### src/hw/rtl/drl_pkg.sv
// Shared types and codes for the dense rank lookup block.
package drl_pkg;

   localparam int RANK_BITS   = 11;
   localparam int STATUS_BITS = 3;
   localparam int CMD_BITS    = 2;
   localparam int FIELD_BITS  = 32;

   localparam logic [CMD_BITS-1:0] CMD_CLEAR  = 2'd0;
   localparam logic [CMD_BITS-1:0] CMD_INSERT = 2'd1;

   localparam logic [STATUS_BITS-1:0] STATUS_RANKED    = 3'd0;
   localparam logic [STATUS_BITS-1:0] STATUS_INSERTED  = 3'd1;
   localparam logic [STATUS_BITS-1:0] STATUS_DUPLICATE = 3'd2;
   localparam logic [STATUS_BITS-1:0] STATUS_FULL      = 3'd3;
   localparam logic [STATUS_BITS-1:0] STATUS_CLEARED   = 3'd4;

   typedef struct packed {
      logic [CMD_BITS-1:0]   cmd;
      logic [FIELD_BITS-1:0] score;
   } req_word_type;

   typedef struct packed {
      logic [RANK_BITS-1:0]   rank;
      logic [STATUS_BITS-1:0] status;
   } rsp_word_type;

   typedef enum logic [2:0] {
      SEQ_IDLE,
      SEQ_PROBE,
      SEQ_SEARCH,
      SEQ_DECIDE,
      SEQ_SHIFT,
      SEQ_PLACE,
      SEQ_REPLY
   } seq_state_type;

endpackage

### src/hw/rtl/drl_seq.sv
// Search and insert sequencer: binary search, shift-up insert, entry count.
module drl_seq import drl_pkg::*; #(
   parameter int ENTRIES    = 1024,
   parameter int SCORE_BITS = 32,
   localparam int AW        = (ENTRIES > 1) ? $clog2(ENTRIES) : 1,
   localparam int CW        = $clog2(ENTRIES + 1)
) (
   input  logic                  clock,
   input  logic                  reset,
   input  logic                  req_take,
   input  logic [CMD_BITS-1:0]   req_cmd,
   input  logic [SCORE_BITS-1:0] req_key,
   output logic                  busy,
   output logic                  res_valid,
   input  logic                  res_take,
   output rsp_word_type          res_word,
   output logic                  wr_en,
   output logic [AW-1:0]         wr_addr,
   output logic [SCORE_BITS-1:0] wr_data,
   output logic                  rd_en,
   output logic [AW-1:0]         rd_addr,
   input  logic [SCORE_BITS-1:0] rd_data
);

   localparam logic [CW-1:0] FULL_COUNT = CW'(ENTRIES);

   seq_state_type state_ff, state_in;

   logic [CW-1:0]         count_ff, count_in;
   logic [CW-1:0]         lo_ff, lo_in;
   logic [CW-1:0]         hi_ff, hi_in;
   logic [CW-1:0]         mid_ff, mid_in;
   logic [CW-1:0]         cur_ff, cur_in;
   logic [CW-1:0]         dest_ff, dest_in;
   logic                  pend_ff, pend_in;
   logic                  eq_ff, eq_in;
   logic [CMD_BITS-1:0]   cmd_ff, cmd_in;
   logic [SCORE_BITS-1:0] key_ff, key_in;
   rsp_word_type          res_ff, res_in;

   logic          is_insert;
   logic          go_right;
   logic [CW-1:0] lo_b, hi_b, mid_n, cur_dec;
   logic          more;
   logic          shift_rd;
   logic          dup;
   logic [CW:0]   rank_w;

   always_comb begin
      is_insert = (cmd_ff == CMD_INSERT);
      go_right  = is_insert ? (rd_data < key_ff) : (rd_data <= key_ff);
      if (state_ff == SEQ_SEARCH) begin
         lo_b = go_right ? mid_ff + CW'(1) : lo_ff;
         hi_b = go_right ? hi_ff : mid_ff;
      end else begin
         lo_b = lo_ff;
         hi_b = hi_ff;
      end
      mid_n    = lo_b + ((hi_b - lo_b) >> 1);
      more     = (lo_b < hi_b);
      cur_dec  = cur_ff - CW'(1);
      shift_rd = (cur_ff > lo_ff);
      dup      = eq_ff && (lo_ff < count_ff);
      rank_w   = {1'b0, count_ff} - {1'b0, lo_ff} + {{CW{1'b0}}, 1'b1};
   end

   // next state
   always_comb begin
      state_in = state_ff;
      unique case (state_ff)
         SEQ_IDLE: begin
            if (req_take) begin
               state_in = (req_cmd == CMD_CLEAR) ? SEQ_REPLY : SEQ_PROBE;
            end
         end
         SEQ_PROBE, SEQ_SEARCH: begin
            state_in = more ? SEQ_SEARCH : SEQ_DECIDE;
         end
         SEQ_DECIDE: begin
            if (!is_insert || dup || count_ff >= FULL_COUNT) begin
               state_in = SEQ_REPLY;
            end else begin
               state_in = SEQ_SHIFT;
            end
         end
         SEQ_SHIFT: begin
            if (!shift_rd) begin
               state_in = SEQ_PLACE;
            end
         end
         SEQ_PLACE: begin
            state_in = SEQ_REPLY;
         end
         SEQ_REPLY: begin
            if (res_take) begin
               state_in = SEQ_IDLE;
            end
         end
         default: state_in = SEQ_IDLE;
      endcase
   end

   // datapath register updates
   always_comb begin
      count_in = count_ff;
      lo_in    = lo_b;
      hi_in    = hi_b;
      mid_in   = mid_n;
      cur_in   = cur_ff;
      dest_in  = dest_ff;
      pend_in  = 1'b0;
      eq_in    = eq_ff;
      cmd_in   = cmd_ff;
      key_in   = key_ff;
      res_in   = res_ff;
      unique case (state_ff)
         SEQ_IDLE: begin
            cmd_in = req_cmd;
            key_in = req_key;
            lo_in  = '0;
            hi_in  = count_ff;
            eq_in  = 1'b0;
            if (req_take && req_cmd == CMD_CLEAR) begin
               count_in = '0;
               res_in   = '{rank: '0, status: STATUS_CLEARED};
            end
         end
         SEQ_PROBE: begin
         end
         SEQ_SEARCH: begin
            if (!go_right) begin
               eq_in = (rd_data == key_ff);
            end
         end
         SEQ_DECIDE: begin
            cur_in = count_ff;
            if (!is_insert) begin
               res_in = '{rank: RANK_BITS'(rank_w), status: STATUS_RANKED};
            end else if (dup) begin
               res_in = '{rank: '0, status: STATUS_DUPLICATE};
            end else if (count_ff >= FULL_COUNT) begin
               res_in = '{rank: '0, status: STATUS_FULL};
            end
         end
         SEQ_SHIFT: begin
            lo_in = lo_ff;
            hi_in = hi_ff;
            if (shift_rd) begin
               cur_in  = cur_dec;
               dest_in = cur_ff;
               pend_in = 1'b1;
            end
         end
         SEQ_PLACE: begin
            count_in = count_ff + CW'(1);
            res_in   = '{rank: '0, status: STATUS_INSERTED};
         end
         SEQ_REPLY: begin
         end
         default: begin
         end
      endcase
   end

   // memory controls and handshake outputs
   always_comb begin
      busy      = (state_ff != SEQ_IDLE);
      res_valid = (state_ff == SEQ_REPLY);
      res_word  = res_ff;
      rd_en     = 1'b0;
      rd_addr   = mid_n[AW-1:0];
      wr_en     = 1'b0;
      wr_addr   = dest_ff[AW-1:0];
      wr_data   = rd_data;
      unique case (state_ff)
         SEQ_PROBE, SEQ_SEARCH: begin
            rd_en = more;
         end
         SEQ_SHIFT: begin
            rd_en   = shift_rd;
            rd_addr = cur_dec[AW-1:0];
            wr_en   = pend_ff;
         end
         SEQ_PLACE: begin
            wr_en   = 1'b1;
            wr_addr = lo_ff[AW-1:0];
            wr_data = key_ff;
         end
         default: begin
         end
      endcase
   end

   always_ff @(posedge clock) begin
      if (reset) begin
         state_ff <= SEQ_IDLE;
         count_ff <= '0;
         pend_ff  <= 1'b0;
      end else begin
         state_ff <= state_in;
         count_ff <= count_in;
         pend_ff  <= pend_in;
      end
      lo_ff   <= lo_in;
      hi_ff   <= hi_in;
      mid_ff  <= mid_in;
      cur_ff  <= cur_in;
      dest_ff <= dest_in;
      eq_ff   <= eq_in;
      cmd_ff  <= cmd_in;
      key_ff  <= key_in;
      res_ff  <= res_in;
   end

   a_count_bound: assert property (@(posedge clock) disable iff (reset)
      count_ff <= FULL_COUNT)
      else $error("entry count beyond table depth");

   a_read_valid: assert property (@(posedge clock) disable iff (reset)
      rd_en |-> ({1'b0, rd_addr} < {1'b0, count_ff}))
      else $error("read of an entry beyond the count");

   a_shift_above: assert property (@(posedge clock) disable iff (reset)
      (state_ff == SEQ_SHIFT && wr_en) |-> (dest_ff > lo_ff))
      else $error("shift writes at or below the insertion point");

   a_place_count: assert property (@(posedge clock) disable iff (reset)
      (state_ff == SEQ_PLACE) |=> (count_ff == $past(count_ff) + CW'(1)))
      else $error("insert did not advance the count");

endmodule

### config.mk
export PLATFORM = sky130hd
export DESIGN_NAME = drl_seq
export DESIGN_NICKNAME = d
export VERILOG_FILES = /design/src/hw/rtl/drl_pkg.sv /design/src/hw/rtl/drl_seq.sv
export SDC_FILE = /design/constraint.sdc
export NUM_CORES = 1
export LEC_CHECK = 0
export BUFFER_PORTS_ARGS = -buffer_cell sky130_fd_sc_hd__buf_2
export CORE_MARGIN = 2
export CORE_UTILIZATION = 58
export DETAILED_ROUTE_END_ITERATION = 6
export PLACE_DENSITY_LB_ADDON = 0.05
export SYNTH_ARGS = -nofsm -noshare
export SYNTH_HDL_FRONTEND = slang
export SYNTH_SLANG_ARGS = --single-unit
### constraint.sdc
create_clock -name clock -period 6.4 [get_ports clock]
set_input_delay 0.32 -clock clock [delete_from_list [all_inputs] [get_ports clock]]
set_output_delay 0.32 -clock clock [all_outputs]
set_load 0.01 [all_outputs]
==> results of run 1 <==
## registers in the layout, indices dropped and copies added (netlist names)
signal    flops
dest_ff      10
key_ff       32
cur_ff       11
mid_ff       11
pend_ff       1
cmd_ff        2
lo_ff        11
hi_ff        11
eq_ff         1
res_word     14
state_ff      3
count_ff     11
## cell families (layout without fill, tap and decap cells)
group | after synthesis | count (layout) | share of synthesized area, %
AOI/OAI and AO/OA | 227 | 227 | 17.1
xor gates and xnor gates | 48 | 48 | 5.47
and+or+nand+nor | 303 | 303 | 17.0
muxes | 20 | 20 | 2.79
DFF | 118 | 118 | 38.0
buffers and inverters | 124 | 289 | 5.47
adders and majority gates | 97 | 97 | 14.3
## repair_timing
item | 4_1_cts | 5_1_grt
pin swaps | 2 | 8
endpoints found under the hold margin | 0 | 0
resized for setup | 1 | 20
buffers inserted | 4 | 6
setup endpoints to repair | 1 | 5
## worst max-delay path, stage by stage, from the launching register on
cell and delay, ns:
edfxtp_1 0.35, inv_1 0.08, ha_1 0.24, nor2b_1 0.13
o211ai_1 0.21, a2111oi_2 0.11, o31a_1 0.32, buf_4 0.16
o211ai_4 0.27, buf_4 0.20, mux2i_4 0.36, inv_1 0.08
ha_1 0.22, a21oi_2 0.23, o31ai_2 0.15, a31oi_4 0.23
xor2_1 0.17, ha_1 0.30, o211ai_1 0.12, a311oi_1 0.09
a211oi_2 0.28, and3_1 0.23, o31ai_2 0.12, a2111oi_1 0.43
nor3_1 0.10, buf_2 0.15
## layout make-up
type | count | area, sq um | share of cell area [%]
well taps | 184 | 230 | 2.25
repair buffers | 166 | 902 | 8.81
multi-input cells | 695 | 4970 | 48.5
clock buffers | 25 | 485 | 4.74
clock inverters | 7 | 30.0 | 0.293
flip-flops and latches | 118 | 3280 | 32.1
inverters | 91 | 342 | 3.34
## synthesized netlist by cell type, types with 4 or more instances
cell	n
a21o_1	10
xnor2_1	30
nor2_1	81
clkbuf_1	25
dfxtp_1	26
o21ai_0	70
mux2i_1	7
nor4_1	7
nand2b_1	7
nand3b_1	7
a21oi_1	59
and2_1	7
buf_1	6
and3_1	9
o21bai_1	4
nand3_1	28
a21boi_0	5
nor3_1	21
a31oi_1	8
nand2_1	90
nand4_1	16
or3_1	4
mux2_2	10
o31ai_1	4
ha_1	93
o21a_1	19
edfxtp_1	92
nor2b_1	9
inv_1	89
nor3b_1	4
xor2_1	15
## layer usage
metal	global-route usage (%)	routed length (um)	part of all wire, %	vias up
met2	43.3	9990	47	259
li1	-	-	-	3671
met3	4.84	1360	6.4	40
met4	9.37	468	2.2	0
met5	0	0	0	-
met1	37.0	9500	45	3457
## final timing paths
kind                          end  depth (start not counted)
min reg2reg  dest_ff[1]$_DFFE_PP_                          0
min           key_ff[7]$_DFFE_PP_                          1
max reg2reg    mid_ff[10]$_DFF_P_                         26
max                    rd_addr[7]                         25
## per-stage QoR
stage | util, % | worst slack [ns] | hold WS [ns] | cells | instance area (sq um)
final | 70.4 | 0.340 | 0.0682 | 1286 | 10200
after floorplan | - | 0.477 | 0.393 | 937 | 8650
after detailed placement | 65.9 | 0.320 | 0.498 | 1244 | 9570
after global routing | 70.4 | -0.0115 | 0.0556 | 1286 | 10200
after global placement | 65.9 | 0.337 | 0.496 | 1244 | 9570
after CTS | 69.7 | 0.0169 | 0.0545 | 1280 | 10100
==> summary.txt, run 1 <==
Mapped Area - 8650 sq um
CTS tree - built
Fraction of layout cells with a size suffix above 1 - 21.2%
Syn Area/Cell - 9.23 sq um
Initial antenna violation count - 0
PortBufs - 139
Die width - 126 um
Worst skew pair latency - 0.42 ns
Synth top area share - 31.9%
Area grow syn2layout - 18.4%
Full die area - 15900 sq um
Die height - 126 um
Outcome - finished clean
Yosys warnings - 0
Initial drt markers - 584
CTS Buf Count - 17
Core area - 14500 sq um
Total track usage - 27.0%
Measured slew at the worst slew-check pin - 0.909 ns
Hold_sp - req_key[7]
Slew headroom - 39.3%
Async set-reset flop share out of synthesis - 0%
Filler instances - 1160
Most frequent cells in the layout - buf_2, ha_1, edfxtp_1, nand2_1, inv_1
Num Clock Sinks - 118
Slew Viols, Final - 0
CP Max Fanout - 5
CTS Root Cell - clkbuf_16
Flops & latches, synth - 118
H-tree depth - 4
GPL Wtd Cong - 0.884
Startpoint types - flop
Hold-fix buffers at CTS - 0
Final critical-path share of the clock period - 94.7%
Worst endpoint required time - 6.08 ns
Final Hold Violating Endpoints - 0
First-pass GRT wire length - 34100 um
CP startpoint - key_ff[1]$_DFFE_PP_
Synth area leaders - edfxtp_1, ha_1, dfxtp_1
Ports - 140
EDFF count, synth - 92
Reg-to-reg slack, setup - 0.87 ns
Hold crit path type - input port to flop
Post-route DRC - 0
Clk buf depth - 2
Antenna diodes - 0
Grt total ovfl - 0
Wire length per cell - 16.6 um
Vias - 7427
Crit end category - primary output
Yosys top cell by area - edfxtp_1
Yosys cell types - 78
# setup viols final - 0
DRT Pass-1 Iters - 5
Post-DP HPWL - 16100 um
# rows - 44
Clock transition at path regs - 0.06 ns
Final #Nets - 1255
Post-Route WL - 21300 um
Worst r2r src - key_ff[31]$_DFFE_PP_
Max Fclk - 165 MHz
Post-Syn Instances - 937
Mapped Nets - 1103
Max cap viols - 0
Via density - 5.78
TNS Setup - 0 ns
Vias in the first global route - 6926
Critical Path AT - 5.74 ns
Final min period - 6.06 ns
Post-route ant nets - 0
Starting density of the core - 59.5%
Most common cell after layout, fill and taps aside - buf_2
Synth Flop Type - edfxtp_1
Pin count of the biggest net entering global routing - 65
Max Clock Skew - 0.0112 ns
Sequential share of the synthesized area - 38.0%
Crit path kind - flop to primary output
Power of run 1 is not shown: default switching activity piles up to over one toggle a cycle in this logic, so the estimate is an artifact.
==> run 2, diff against run 1 <==
Settings changed: CTS_BUF_LIST from default to sky130_fd_sc_hd__clkbuf_16.
==> run 2 against run 1 <==
  * Register-to-register slack barely moved
  * Die area did not move
  * First-iteration DRC count fell by 4.5%
==> summary.txt, run 2 (synthesis results as in run 1) <==
Post-route ant nets - 0 (unchanged)
TNS Setup - 0 ns (unchanged)
Die height - 126 um (unchanged)
Critical Path AT - 5.75 ns (was 5.74 ns)
Post-route DRC - 0 (unchanged)
Grt total ovfl - 0 (unchanged)
DRT Pass-1 Iters - 6 (was 5)
Pin count of the biggest net entering global routing - 65 (unchanged)
Starting density of the core - 59.5% (unchanged)
Fraction of layout cells with a size suffix above 1 - 21.3% (was 21.2%)
Num Clock Sinks - 118 (unchanged)
Crit end category - primary output (unchanged)
Hold crit path type - input port to flop (unchanged)
Area grow syn2layout - 18.3% (was 18.4%)
CTS tree - built (unchanged)
Most flops, register - key_ff (unchanged)
Wire length per cell - 16.6 um (about the same)
CP Cell Sequence - inv_1 > ha_1 > nor2b_1 > o211ai_1 > a2111oi_4 > o31a_1 > o211ai_4 > buf_4 > mux2i_4 > inv_1 > ha_1 > a21oi_2 > o31ai_2 > a31oi_4 > xor2_1 > ha_1 > o211ai_1 > a311oi_1 > a211oi_2 > and3_1 > o31ai_2 > a2111oi_1 > nor3_1 > buf_2
# setup viols final - 0 (unchanged)
Worst skew pair latency - 0.42 ns (about the same)
Largest stage delay, worst path - 0.43 ns (about the same)
WL met3 - 1330 um (was 1360 um)
Slew headroom - 39.6% (was 39.3%)
Measured slew at the worst slew-check pin - 0.904 ns (was 0.909 ns)
First-pass GRT wire length - 34000 um (was 34100 um)
GPL Wtd Cong - 0.884 (unchanged)
Max Fclk - 165 MHz (about the same)
# rows - 44 (unchanged)
Core area - 14500 sq um (unchanged)
Initial antenna violation count - 0 (unchanged)
Filler instances - 1165 (was 1160)
Startpoint types - flop (unchanged)
CTS Root Cell - clkbuf_16 (unchanged)
Final critical-path share of the clock period - 94.9% (was 94.7%)
Vias in the first global route - 6902 (was 6926)
Final Hold Violating Endpoints - 0 (unchanged)
Outcome - finished clean (unchanged)
Post-Route WL - 21400 um (was 21300 um)
CP Max Fanout - 5 (unchanged)
Initial drt markers - 558 (was 584)
Worst endpoint required time - 6.08 ns (about the same)
Top Metal Used - met4 (unchanged)
PortBufs - 139 (unchanged)
Via density - 5.72 (was 5.78)
Antenna diodes - 0 (unchanged)
Clk buf depth - 2 (unchanged)
Worst path slowest cell - a2111oi_1 (unchanged)
M1 wire length - 9660 um (was 9500 um)
Total track usage - 26.9% (was 27.0%)
CTS Buf Count - 17 (unchanged)
Max cap viols - 0 (unchanged)
Final min period - 6.07 ns (was 6.06 ns)
Most frequent CP cell - ha_1 (unchanged)
Metal2 WL - 9970 um (was 9990 um)
Ports - 140 (unchanged)
Clock transition at path regs - 0.06 ns (about the same)
Post-DP HPWL - 16100 um (unchanged)
Full die area - 15900 sq um (unchanged)
H-tree depth - 4 (unchanged)
Max Clock Skew - 0.0157 ns (was 0.0112 ns)
Max reg flops - 32 (unchanged)
RSZ-0062 raised after global routing - no
Vias - 7361 (was 7427)
Crit path kind - flop to primary output (unchanged)
Hold-fix buffers at CTS - 0 (unchanged)
Die width - 126 um (unchanged)
Most common cell after layout, fill and taps aside - buf_2 (unchanged)
Slew Viols, Final - 0 (unchanged)
Final #Nets - 1256 (was 1255)
Most frequent cells in the layout - buf_2, inv_1, ha_1, edfxtp_1, nand2_1 (was buf_2, ha_1, edfxtp_1, nand2_1, inv_1)
## run 2: changes by cell type in the layout (fill, tap and decap cells not counted), sizes merged
cell	delta
clkbuf	-8
clkinv	+3
inv	+5
buf	+1
## run 2: what timing repair did
item / CTS / global route
setup endpoints to repair: 2 / 5
pin swaps: 2 / 10
setup buffers: 4 / 7
resized for setup: 2 / 24
## run 2: layout make-up
cell class | instances | area (sq um) | share of cell area [%]
sequential | 118 | 3280 | 32.1
inverter | 91 | 342 | 3.34
tap | 184 | 230 | 2.25
timing repair buffer | 167 | 910 | 8.89
clock buffer | 17 | 425 | 4.16
multi-input combinational | 695 | 4980 | 48.7
clock inverter | 15 | 60.1 | 0.587
## run 2: path summary, 6_finish.rpt
check	depth (start not counted)	endpoint	startpoint	slack (ns)
worst max-delay path	24	rd_addr[7]	key_ff[1]$_DFFE_PP_	0.33
worst min-delay path	1	key_ff[7]$_DFFE_PP_	req_key[7]	0.07
worst max register to register	25	mid_ff[10]$_DFF_P_	key_ff[1]$_DFFE_PP_	0.87
worst min register to register	0	dest_ff[1]$_DFFE_PP_	cur_ff[1]$_DFFE_PP_	0.52
## run 2: per-layer routing
metal,vias up,global-route usage (%)
met1,3416,37.1
met2,226,43.2
met5,-,0
met3,35,5.01
li1,3684,-
met4,0,8.79
## run 2: worst max-delay path: cells and delay by family, from the launching register on
family          cells  cell delay (ns)
xor+xnor            1             0.17
flops               1             0.35
buf+inv             4             0.50
fa+ha+maj           3             0.77
compound gates     12             2.76
simple gates        3             0.46
mux                 1             0.33
## run 2: per-stage QoR
step	hold WS [ns]	std cells	setup slack (ns)	utilization [%]	instance area (sq um)
2_1_floorplan	0.393	937	0.477	-	8650
5_1_grt	0.0524	1287	0.00553	70.4	10200
6_report	0.0676	1287	0.327	70.4	10200
4_1_cts	0.0579	1280	0.00803	69.5	10100
3_3_place_gp	0.496	1244	0.337	65.9	9570
3_5_place_dp	0.498	1244	0.320	65.9	9570
Power of run 2 is left out for the same reason.
